File: src/mwbs_pkg.sv
package mwbs_pkg;

  localparam int unsigned SHORT_LEN     = 25;
  localparam int unsigned MID_LEN       = 50;
  localparam int unsigned LONG_LEN      = 250;
  localparam int unsigned HISTORY_DEPTH = 256;

  localparam int unsigned COUNT_W = 24;
  localparam int unsigned CUR_W   = 27;
  localparam int unsigned SHORT_W = 32;
  localparam int unsigned MID_W   = 33;
  localparam int unsigned LONG_W  = 35;

  localparam int unsigned SSUM_W = COUNT_W + $clog2(SHORT_LEN + 1);
  localparam int unsigned MSUM_W = COUNT_W + $clog2(MID_LEN + 1);
  localparam int unsigned LSUM_W = COUNT_W + $clog2(LONG_LEN + 1);

  localparam int unsigned PTR_W  = $clog2(HISTORY_DEPTH);
  localparam int unsigned PTRX_W = PTR_W + 1;

  localparam int unsigned SHORT_BACK = SHORT_LEN % HISTORY_DEPTH;
  localparam int unsigned MID_BACK   = MID_LEN % HISTORY_DEPTH;
  localparam int unsigned LONG_BACK  = LONG_LEN % HISTORY_DEPTH;

  typedef logic [COUNT_W-1:0] count_t;
  typedef logic [PTR_W-1:0]   ptr_t;

  typedef struct packed {
    count_t short_old;
    count_t mid_old;
    count_t long_old;
  } taps_t;

  function automatic ptr_t tap_addr(ptr_t wp, int unsigned back);
    logic [PTRX_W-1:0] sum;
    sum = {1'b0, wp} + PTRX_W'(HISTORY_DEPTH) - PTRX_W'(back);
    if (sum >= PTRX_W'(HISTORY_DEPTH)) begin
      sum = sum - PTRX_W'(HISTORY_DEPTH);
    end
    return sum[PTR_W-1:0];
  endfunction

endpackage

File: src/mwbs_accum.sv
module mwbs_accum (
  input  logic                          clk_i,
  input  logic                          rst_ni,
  input  logic                          in_valid_i,
  output logic                          in_ready_o,
  input  mwbs_pkg::count_t              byte_count_i,
  input  mwbs_pkg::taps_t               taps_i,
  output logic                          accept_o,
  output logic                          out_valid_o,
  input  logic                          out_ready_i,
  output logic [mwbs_pkg::CUR_W-1:0]    current_bits_o,
  output logic [mwbs_pkg::SHORT_W-1:0]  short_window_bits_o,
  output logic [mwbs_pkg::MID_W-1:0]    mid_window_bits_o,
  output logic [mwbs_pkg::LONG_W-1:0]   long_window_bits_o
);
  import mwbs_pkg::*;

  logic [SSUM_W-1:0] ssum_q, ssum_d;
  logic [MSUM_W-1:0] msum_q, msum_d;
  logic [LSUM_W-1:0] lsum_q, lsum_d;
  logic              vld_q;

  assign in_ready_o  = !vld_q || out_ready_i;
  assign accept_o    = in_valid_i && in_ready_o;
  assign out_valid_o = vld_q;

  assign ssum_d = ssum_q + SSUM_W'(byte_count_i) - SSUM_W'(taps_i.short_old);
  assign msum_d = msum_q + MSUM_W'(byte_count_i) - MSUM_W'(taps_i.mid_old);
  assign lsum_d = lsum_q + LSUM_W'(byte_count_i) - LSUM_W'(taps_i.long_old);

  always_ff @(posedge clk_i or negedge rst_ni) begin
    if (!rst_ni) begin
      ssum_q <= '0;
      msum_q <= '0;
      lsum_q <= '0;
      vld_q  <= 1'b0;
    end else begin
      if (accept_o) begin
        ssum_q <= ssum_d;
        msum_q <= msum_d;
        lsum_q <= lsum_d;
        vld_q  <= 1'b1;
      end else if (out_ready_i) begin
        vld_q  <= 1'b0;
      end
    end
  end

  always_ff @(posedge clk_i) begin
    if (accept_o) begin
      current_bits_o      <= CUR_W'({byte_count_i, 3'b000});
      short_window_bits_o <= SHORT_W'({ssum_d, 3'b000});
      mid_window_bits_o   <= MID_W'({msum_d, 3'b000});
      long_window_bits_o  <= LONG_W'({lsum_d, 3'b000});
    end
  end

endmodule

File: config.mk
export PLATFORM = sky130hd
export DESIGN_NAME = mwbs_accum
export DESIGN_NICKNAME = d
export VERILOG_FILES = /design/src/mwbs_pkg.sv /design/src/mwbs_accum.sv
export SDC_FILE = /design/constraint.sdc
export NUM_CORES = 1
export LEC_CHECK = 0
export BUFFER_PORTS_ARGS = -buffer_cell sky130_fd_sc_hd__buf_4
export CAP_MARGIN = 30
export CORE_MARGIN = 8
export CORE_UTILIZATION = 52
export CTS_CLUSTER_DIAMETER = 150
export CTS_CLUSTER_SIZE = 14
export DETAILED_ROUTE_END_ITERATION = 6
export PLACE_DENSITY = 0.77
export SLEW_MARGIN = 20
export SYNTH_ARGS = -nofsm -noshare
export SYNTH_HDL_FRONTEND = slang
export SYNTH_SLANG_ARGS = --single-unit
File: constraint.sdc
create_clock -name clk_i -period 4.6 [get_ports clk_i]
set_input_delay 0.46 -clock clk_i [delete_from_list [all_inputs] [get_ports clk_i]]
set_output_delay 0.46 -clock clk_i [all_outputs]
set_load 0.05 [all_outputs]
==> impl_metrics.toml, run 1 <==
[yosys]
yosysWarnings = 0
synth.ff_latch_count = 207
synth_top_area_share = 0.250
synth-async-reset-ratio = 0.444
synth_area_leaders = "edfxtp_1, dfrtp_1, fa_1"
synth_cell_type_count = 70
syn_area_um2 = 13800
yosys.area.top_type = "edfxtp_1"
ys_seq_area_frac = 0.416
dominantRegCellSynth = "edfxtp_1"
syn_inst = 1363
synth_edf_count = 115
syn_avg_cell_area_um2 = 10.1

[finish]
drive_gt1_frac = 0.182
nNetsFinal = 1835
area_growth_pct = 17.7

[timing]
fin_setup_tns_ns = 0
rsz0062_at_grt = "no"
slew_viol_final = 0
max_freq_mhz = 266
worstMarginPinSlew_ns = 0.877
fin_skew_ns = 0.0137
relSlewSlack = 0.416
hold_viol = 0
layout_setup_ws_ns = 0.838
period_share = 0.818
post-route-min-period_ns = 3.76
setup_viol = 0

[clock_tree]
numCtsBuffers = 18
post_cts_buffers = 0
postCtsResizedCells = 0
root_buffer = "clkbuf_16"
holdBufCountCts = 0
clock_latency_ns = 0.49
cts_tree = "done"
cts_sinks = 207
cts_max_level = 1
clock_path_buffers = 3
clkTransAtPathRegs_ns = 0.07

[floorplanning]
core-area_um2 = 26100
start_util = 0.531
die_x_um = 179
die_y_um = 179
ios = 230
die-area_um2 = 32100
std_cell_rows = 59

[routing]
wl_per_cell_um = 17.6
via_per_inst = 5.33
wl_met3_mm = 2.40
routed.top_layer = "met5"
wirelength_mm = 33.7
drt-initial-drc-count = 669
wl_met2_mm = 16.0
dr_total_vias = 10200
detail_route.first_pass.iterations = 5
wl_met1_mm = 14.4
final_antenna_net_count = 0
route.detailed.drc = 0

[placed_design]
gp_congestion = 0.918
pre_cts_ws_ns = 0.606
dp_hpwl_mm = 26.6
port_buffers = 217

[setup_path]
cp.required_ns = 4.98
cp-startpoint = "lsum_q[1]"
r2r_start = "lsum_q[1]"
reg2reg_depth = 12
path_class = "flop to flop"
cp_max_fo = 4
worstPathArrival_ns = 4.14
endpoint_kind = "flop"
start_kind = "flop"

[run_status]
status = "finished clean"

[global_route]
globalRouteOverflowTotal = 0
antenna_found_initial = 3
grt_pass1_vias = 10500
track_usage = 0.210
grt_pass1_wl_mm = 53.4
grt_max_degree = 95

[job]
drv_cap = 0

[hold_path]
hp-class = "input pin to asynchronous set/reset pin"
==> metrics by stage <==
step           area, um^2   util  std cells  hold WS, ns
5_1_grt             16300  0.624       1920        0.129
3_5_place_dp        15700  0.604       1887        0.473
3_3_place_gp        15700  0.604       1887        0.465
6_report            16300  0.624       1920       0.0848
2_1_floorplan       13900      -       1374        0.164
4_1_cts             16300  0.624       1919       0.0975
==> logic make-up (layout without fill, tap and decap cells) <==
family,Yosys count,count (layout),share of synthesized area
flops,207,207,0.416
simple gates,238,238,0.0795
compound gates,322,322,0.152
xor+xnor,81,81,0.0513
buf+inv,326,536,0.0937
fa+ha+maj,163,163,0.187
mux,25,25,0.0205
other cells,1,13,0.000271
==> per-layer routing <==
metal / track usage / vias up
li1: - / 4943
met1: 0.270 / 4929
met2: 0.353 / 303
met3: 0.0413 / 58
met4: 0.0682 / 4
met5: 0 / -
==> worst paths after layout <==
check                                     endpoint  slack, ns
worst max-delay path                    lsum_q[30]       0.84
max in group asynchronous               msum_q[24]       3.45
min in group clk_i              current_bits_o[13]       0.15
worst min register to register          msum_q[17]       0.49
worst max register to register          lsum_q[30]       0.84
worst min-delay path                     ssum_q[6]       0.08
==> synth_stat cells (all sizes together), types with 5 or more instances <==
cell type  count
fa            72
o21ai         98
a31oi         15
edfxtp       115
nor3           8
o21a          13
o21bai        13
mux2          24
nor2          44
nand3         18
nand4         13
a21oi         64
nand2        108
clkbuf        25
a21o          64
inv          281
buf           20
a211oi        12
nor2b         10
and2          10
xor2          29
o31ai         10
nand2b         5
and3           9
a221oi         5
dfrtp         92
ha            91
xnor2         52
==> cell type report <==
cell class	count	area, um^2
tap	335	419
timing repair buffer	223	1690
clock buffer	31	520
clock inverter	1	5.00
multi-input combinational	841	6820
antenna	1	2.50
sequential	207	5760
fill	2198	9790
inverter	281	1060
==> flip-flops by register name, indices dropped and copies added, names as in the netlist <==
signal and flops:
lsum_q 32, short_window_bits_o 29, msum_q 30, current_bits_o 24
out_valid_o 1, ssum_q 29, long_window_bits_o 32, mid_window_bits_o 30
==> worst max-delay path, stage by stage (launching register included) <==
cell	delay (ns)
dfrtp_1	0.39
inv_1	0.08
fa_1	0.46
fa_1	0.48
nor2b_1	0.13
o21ai_1	0.09
a21oi_1	0.24
o21ai_0	0.23
o211ai_1	0.51
a31oi_1	0.29
o31ai_1	0.34
xor2_1	0.13
mux2_2	0.28
==> layout by cell type (no fill, tap or decap), types with 14 or more instances in the layout <==
master and instances:
a21o_1 60, a21oi_1 64, a31oi_1 14, buf_4 222
clkbuf_16 19, dfrtp_1 92, edfxtp_1 115, fa_1 72
ha_1 91, inv_1 280, mux2_2 23, nand2_1 108
nand3_1 18, nor2_1 44, o21ai_0 96, xnor2_1 52
xor2_1 29
Power of run 1 is left out: the tool's default activity adds up to more than one toggle a clock period on the data nets, which glitch-free logic cannot reach.
==> run 2, diff against run 1 <==
Settings changed: ABC_AREA from default to 1, CORE_UTILIZATION 52 to 55.
Clock period 4.6 ns to 3.9 ns, I/O delays scaled along.
==> impl_metrics.toml, run 2 <==
[global_route]
antenna_found_initial = 0
globalRouteOverflowTotal = 0
grt_pass1_wl_mm = 73.9
grt_pass1_vias = 14200
grt_max_degree = 63
track_usage = 0.264

[clock_tree]
cts_max_level = 1
clock_latency_ns = 0.51
cts_sinks = 207
root_buffer = "clkbuf_16"
cts_tree = "done"
clock_path_buffers = 3
clkTransAtPathRegs_ns = 0.07
numCtsBuffers = 18

[yosys]
synth_cell_type_count = 35
synthSimpleGateAreaFrac = 0.270
synth-async-reset-ratio = 0.444
syn_avg_cell_area_um2 = 7.35
synth_fa_ha_area_frac = 0.159
synthXorXnorAreaFrac = 0.0293
synth_top_area_share = 0.213
synth_mux_area_frac = 0
yosysMostFrequentCell = "nand2_1"
syn_area_um2 = 16200
synth_compound_area_frac = 0.0429
yosys-top-cells-count = "nand2_1, inv_1, nand3_1"
synth_area_leaders = "edfxtp_1, nand2_1, dfrtp_1"
dominantRegCellSynth = "edfxtp_1"
ys_seq_area_frac = 0.355
synth.ff_latch_count = 207
yosysWarnings = 0
syn_inst = 2208
synth_top_family_by_area = "simple AND/OR/NAND/NOR gates"
yosys.area.top_type = "edfxtp_1"
synth_edf_count = 115

[timing]
timing.hold.ws_ns = 0.0695
period_share = 0.727
max_freq_mhz = 353
worstMarginPinSlew_ns = 0.626
setup_viol = 0
rsz0062_at_grt = "no"
post-route-min-period_ns = 2.83
relSlewSlack = 0.582
layout_setup_ws_ns = 1.07
fin_skew_ns = 0.0153
slew_viol_final = 0
fin_setup_tns_ns = 0
hold_viol = 0

[setup_path]
path_class = "flop to flop"
cp_max_fo = 4
endpoint_kind = "flop"
cp.required_ns = 4.16
start_kind = "flop"
worstPathArrival_ns = 3.09

[finish]
drive_gt1_frac = 0.121
antenna_cells = 0
nNetsFinal = 2699
regArea_um2 = 5760
nFillCells = 2687
largest_registers = "long_window_bits_o (32), lsum_q (32)"
final_cell_mix = "nand2_1, inv_1, buf_4, nand3_1, edfxtp_1"
post-route-util = 0.645
multi_input_area_um2 = 8180
final_common_cell = "nand2_1"
area_growth_pct = 16.6

[placed_design]
gp_congestion = 0.948
pre_cts_ws_ns = 0.747
dp_hpwl_mm = 39.0
port_buffers = 217

[floorplanning]
core-area_um2 = 29300
die-area_um2 = 35300
ios = 230
die_x_um = 188
start_util = 0.554
die_y_um = 188
std_cell_rows = 63

[hold_path]
hp-class = "input pin to flop"

[routing]
final_antenna_net_count = 0
drt-initial-drc-count = 718
via_per_inst = 4.88
wl_per_cell_um = 16.5
wirelength_mm = 46.9
route.detailed.drc = 0
detail_route.first_pass.iterations = 7
dr_total_vias = 13900

[job]
drv_cap = 0

[run_status]
status = "finished clean"
## run 2: layout make-up
| cell class | instances | area share |
|---|---|---|
| multi-input cells | 1404 | 0.432 |
| flip-flops and latches | 207 | 0.304 |
| inverters | 577 | 0.115 |
| repair buffers | 228 | 0.0949 |
| clock buffers | 31 | 0.0275 |
| well taps | 390 | 0.0258 |
| clock inverters | 1 | 0.000264 |
## run 2: timing repair
| item | in CTS | in global routing |
|---|---|---|
| gates resized for setup | 0 | 0 |
| hold buffers | 0 | 1 |
| endpoints found under the hold margin | 0 | 21 |
| setup buffers | 0 | 0 |
## run 2: worst paths after layout
kind / start / endpoint / slack, ns / depth (start not counted)
worst max register to register: ssum_q[9] / short_window_bits_o[22] / 1.07 / 11
worst min-delay path: byte_count_i[1] / current_bits_o[4] / 0.07 / 1
worst max-delay path: ssum_q[9] / short_window_bits_o[22] / 1.07 / 11
max in group asynchronous: rst_ni / ssum_q[26] / 2.66 / 4
worst min register to register: msum_q[14] / msum_q[14] / 0.48 / 2
min in group asynchronous: rst_ni / msum_q[4] / 0.34 / 2
## run 2: metrics by stage
stage          std cells  instance area [um^2]
3_3_place_gp        2804                 18400
6_report            2838                 18900
4_1_cts             2836                 18900
2_1_floorplan       2219                 16300
3_5_place_dp        2804                 18400
5_1_grt             2838                 18900
## run 2: cells by family (layout without fill, tap and decap cells)
group / after synthesis / count (layout)
adder cells (fa/ha/maj): 163 / 163
AO/OA/AOI/OAI: 130 / 130
flip-flops: 207 / 207
AND/OR/NAND/NOR: 1055 / 1055
other: 1 / 12
XOR/XNOR: 44 / 44
buffers and inverters: 608 / 837
## run 2: worst max-delay path, stage by stage, from the launching register on
cell     delay, ns
dfrtp_1       0.33
inv_1         0.06
fa_1          0.49
inv_1         0.04
ha_1          0.34
nand2_1       0.16
inv_1         0.10
a21oi_1       0.27
nand3_1       0.27
nand2_1       0.22
nand3_1       0.13
and2_1        0.18
## run 2: metal layers
layer,vias to the layer above,track usage,part of all wire
met5,-,0,0
met4,0,0.0821,0.034
met3,74,0.0457,0.055
met2,395,0.484,0.51
met1,6384,0.311,0.40
li1,6999,-,-
Power of run 2 is left out for the same reason.
==> run 3, diff against run 2 <==
Settings changed: CORE_UTILIZATION 55 to 53, PLACE_DENSITY 0.77 to 0.78.
Clock period 3.9 ns to 2.4 ns, I/O delays scaled along.
==> impl_metrics.toml, run 3 (same netlist as run 2, synthesis figures left out) <==
[timing]
period_share = 1.10
max_freq_mhz = 378
slew_viol_final = 0
rsz0062_at_grt = "yes"
worstMarginPinSlew_ns = 0.694
layout_setup_ws_ns = -0.245
setup_viol = 109
hold_viol = 0
post-route-min-period_ns = 2.64
relSlewSlack = 0.537
fin_skew_ns = 0.0413

[clock_tree]
clkTransAtPathRegs_ns = 0.08
numCtsBuffers = 18
cts_tree = "done"
clock_path_buffers = 3
cts_sinks = 207
cts_max_level = 1
clock_latency_ns = 0.54
root_buffer = "clkbuf_16"

[finish]
nFillCells = 1769
largest_registers = "long_window_bits_o (32), lsum_q (32)"
final_cell_mix = "inv_1, nand2_1, buf_4, nand2_2, inv_2"
antenna_cells = 0
drive_gt1_frac = 0.462
area_growth_pct = 52.5
final_common_cell = "inv_1"
nNetsFinal = 2959
regArea_um2 = 5760
multi_input_area_um2 = 11800

[placed_design]
dp_hpwl_mm = 40.8
port_buffers = 217
gp_congestion = 0.986
pre_cts_ws_ns = -0.477

[floorplanning]
core-area_um2 = 30300
ios = 230
die-area_um2 = 36500
start_util = 0.535
die_x_um = 191
die_y_um = 191
std_cell_rows = 64

[setup_path]
r2r_start = "lsum_q[5]"
cp_slowest_cell = "fa_1"
start_kind = "flop"
crit_chain = "inv_1, fa_1, inv_1, ha_4, nand2_1, nand2_1, inv_1, nand2_1, nand2_1, nand3b_1, nand2_2, nand2_2, nand2_2, and2_1"
cp_top_family = "simple AND/OR/NAND/NOR gates"
path_class = "flop to flop"
cp.required_ns = 2.68
ff2ff_setup_slack_ns = -0.24
endpoint_kind = "flop"
worstPathArrival_ns = 2.92
crit_top_cell = "nand2_1"
r2r_end = "long_window_bits_o[29]"
path_buf_inv = 3
reg2reg_depth = 14
cpPeakStageDelay_ns = 0.48
cp_max_fo = 4

[routing]
detail_route.first_pass.iterations = 6
route.detailed.drc = 0
final_antenna_net_count = 0
wirelength_mm = 63.9
wl_per_cell_um = 20.6
drt-initial-drc-count = 1501
via_per_inst = 5.37
dr_total_vias = 16700

[run_status]
violations = "negative setup slack"
status = "finished with violations"

[hold_path]
hold_start = "out_ready_i"
hold-path-cell-count = 4
holdPathEnd = "out_valid_o"
hp-class = "input pin to flop"

[global_route]
track_usage = 0.293
grt_pass1_vias = 16200
globalRouteOverflowTotal = 0
grt_pass1_wl_mm = 84.2
grt_max_degree = 63
antenna_found_initial = 0

[job]
drv_cap = 0
## run 3: changes by cell type in the layout (fill, tap and decap cells not counted), moves of 73 or more
| cell | delta |
|---|---|
| inv_1 | -137 |
| ha_1 | -73 |
| nand2_1 | -294 |
| buf_4 | +190 |
| nand2_4 | +98 |
| nand2_2 | +192 |
| inv_2 | +127 |
## run 3: timing repair
| item | CTS | global route |
|---|---|---|
| hold buffers | 25 | 0 |
| setup buffers | 24 | 29 |
| pin swaps | 110 | 220 |
| gates resized for setup | 357 | 640 |
| endpoints found under the setup margin | 131 | 147 |
| hold endpoints to repair | 58 | 0 |
## run 3: worst max-delay path by stage
stage	cells after the start	to	slack, ns	from
after floorplan	5	current_bits_o[10]	0.05	out_valid_o
after CTS	14	long_window_bits_o[25]	-0.05	lsum_q[9]
final	14	long_window_bits_o[29]	-0.24	lsum_q[5]
after global placement	15	mid_window_bits_o[31]	-0.47	byte_count_i[5]
after detailed placement	15	mid_window_bits_o[31]	-0.48	byte_count_i[5]
after global routing	14	long_window_bits_o[29]	-0.31	lsum_q[5]
## run 3: layout make-up
type	count	area share
Timing Repair Buffer	488	0.162
Tap cell	396	0.0200
Inverter	577	0.0889
Sequential cell	207	0.232
Clock inverter	2	0.000859
Multi-Input combinational cell	1404	0.476
Clock buffer	30	0.0200
## run 3: stage by stage
stage / util / TNS (ns) / hold WS (ns) / instances / area (um^2)
2_1_floorplan: - / 0 / -0.0556 / 2219 / 16300
3_3_place_gp: 0.653 / -36.97 / 0.264 / 2996 / 19800
3_5_place_dp: 0.653 / -42.08 / 0.269 / 2996 / 19800
4_1_cts: 0.735 / -0.547 / 0.0339 / 3076 / 22300
5_1_grt: 0.816 / -18.56 / 0.0835 / 3104 / 24800
6_report: 0.816 / -9.61 / 0.0430 / 3104 / 24800
## run 3: metal layers
layer,GRT usage,vias to the layer above,wire (um)
met3,0.0347,262,4780
met1,0.355,7987,22900
met4,0.120,0,4050
met2,0.521,919,32200
li1,-,7510,-
met5,0,-,0
## run 3: worst register-to-register path, stage by stage, from the launching register on
cell and delay (ns):
dfrtp_1 0.32, inv_1 0.06, fa_1 0.48, inv_1 0.06, ha_4 0.32, nand2_1 0.09, nand2_1 0.18, inv_1 0.10
nand2_1 0.08, nand2_1 0.05, nand3b_1 0.26, nand2_2 0.13, nand2_2 0.09, nand2_2 0.05, and2_1 0.15
Power of run 3 is left out for the same reason.
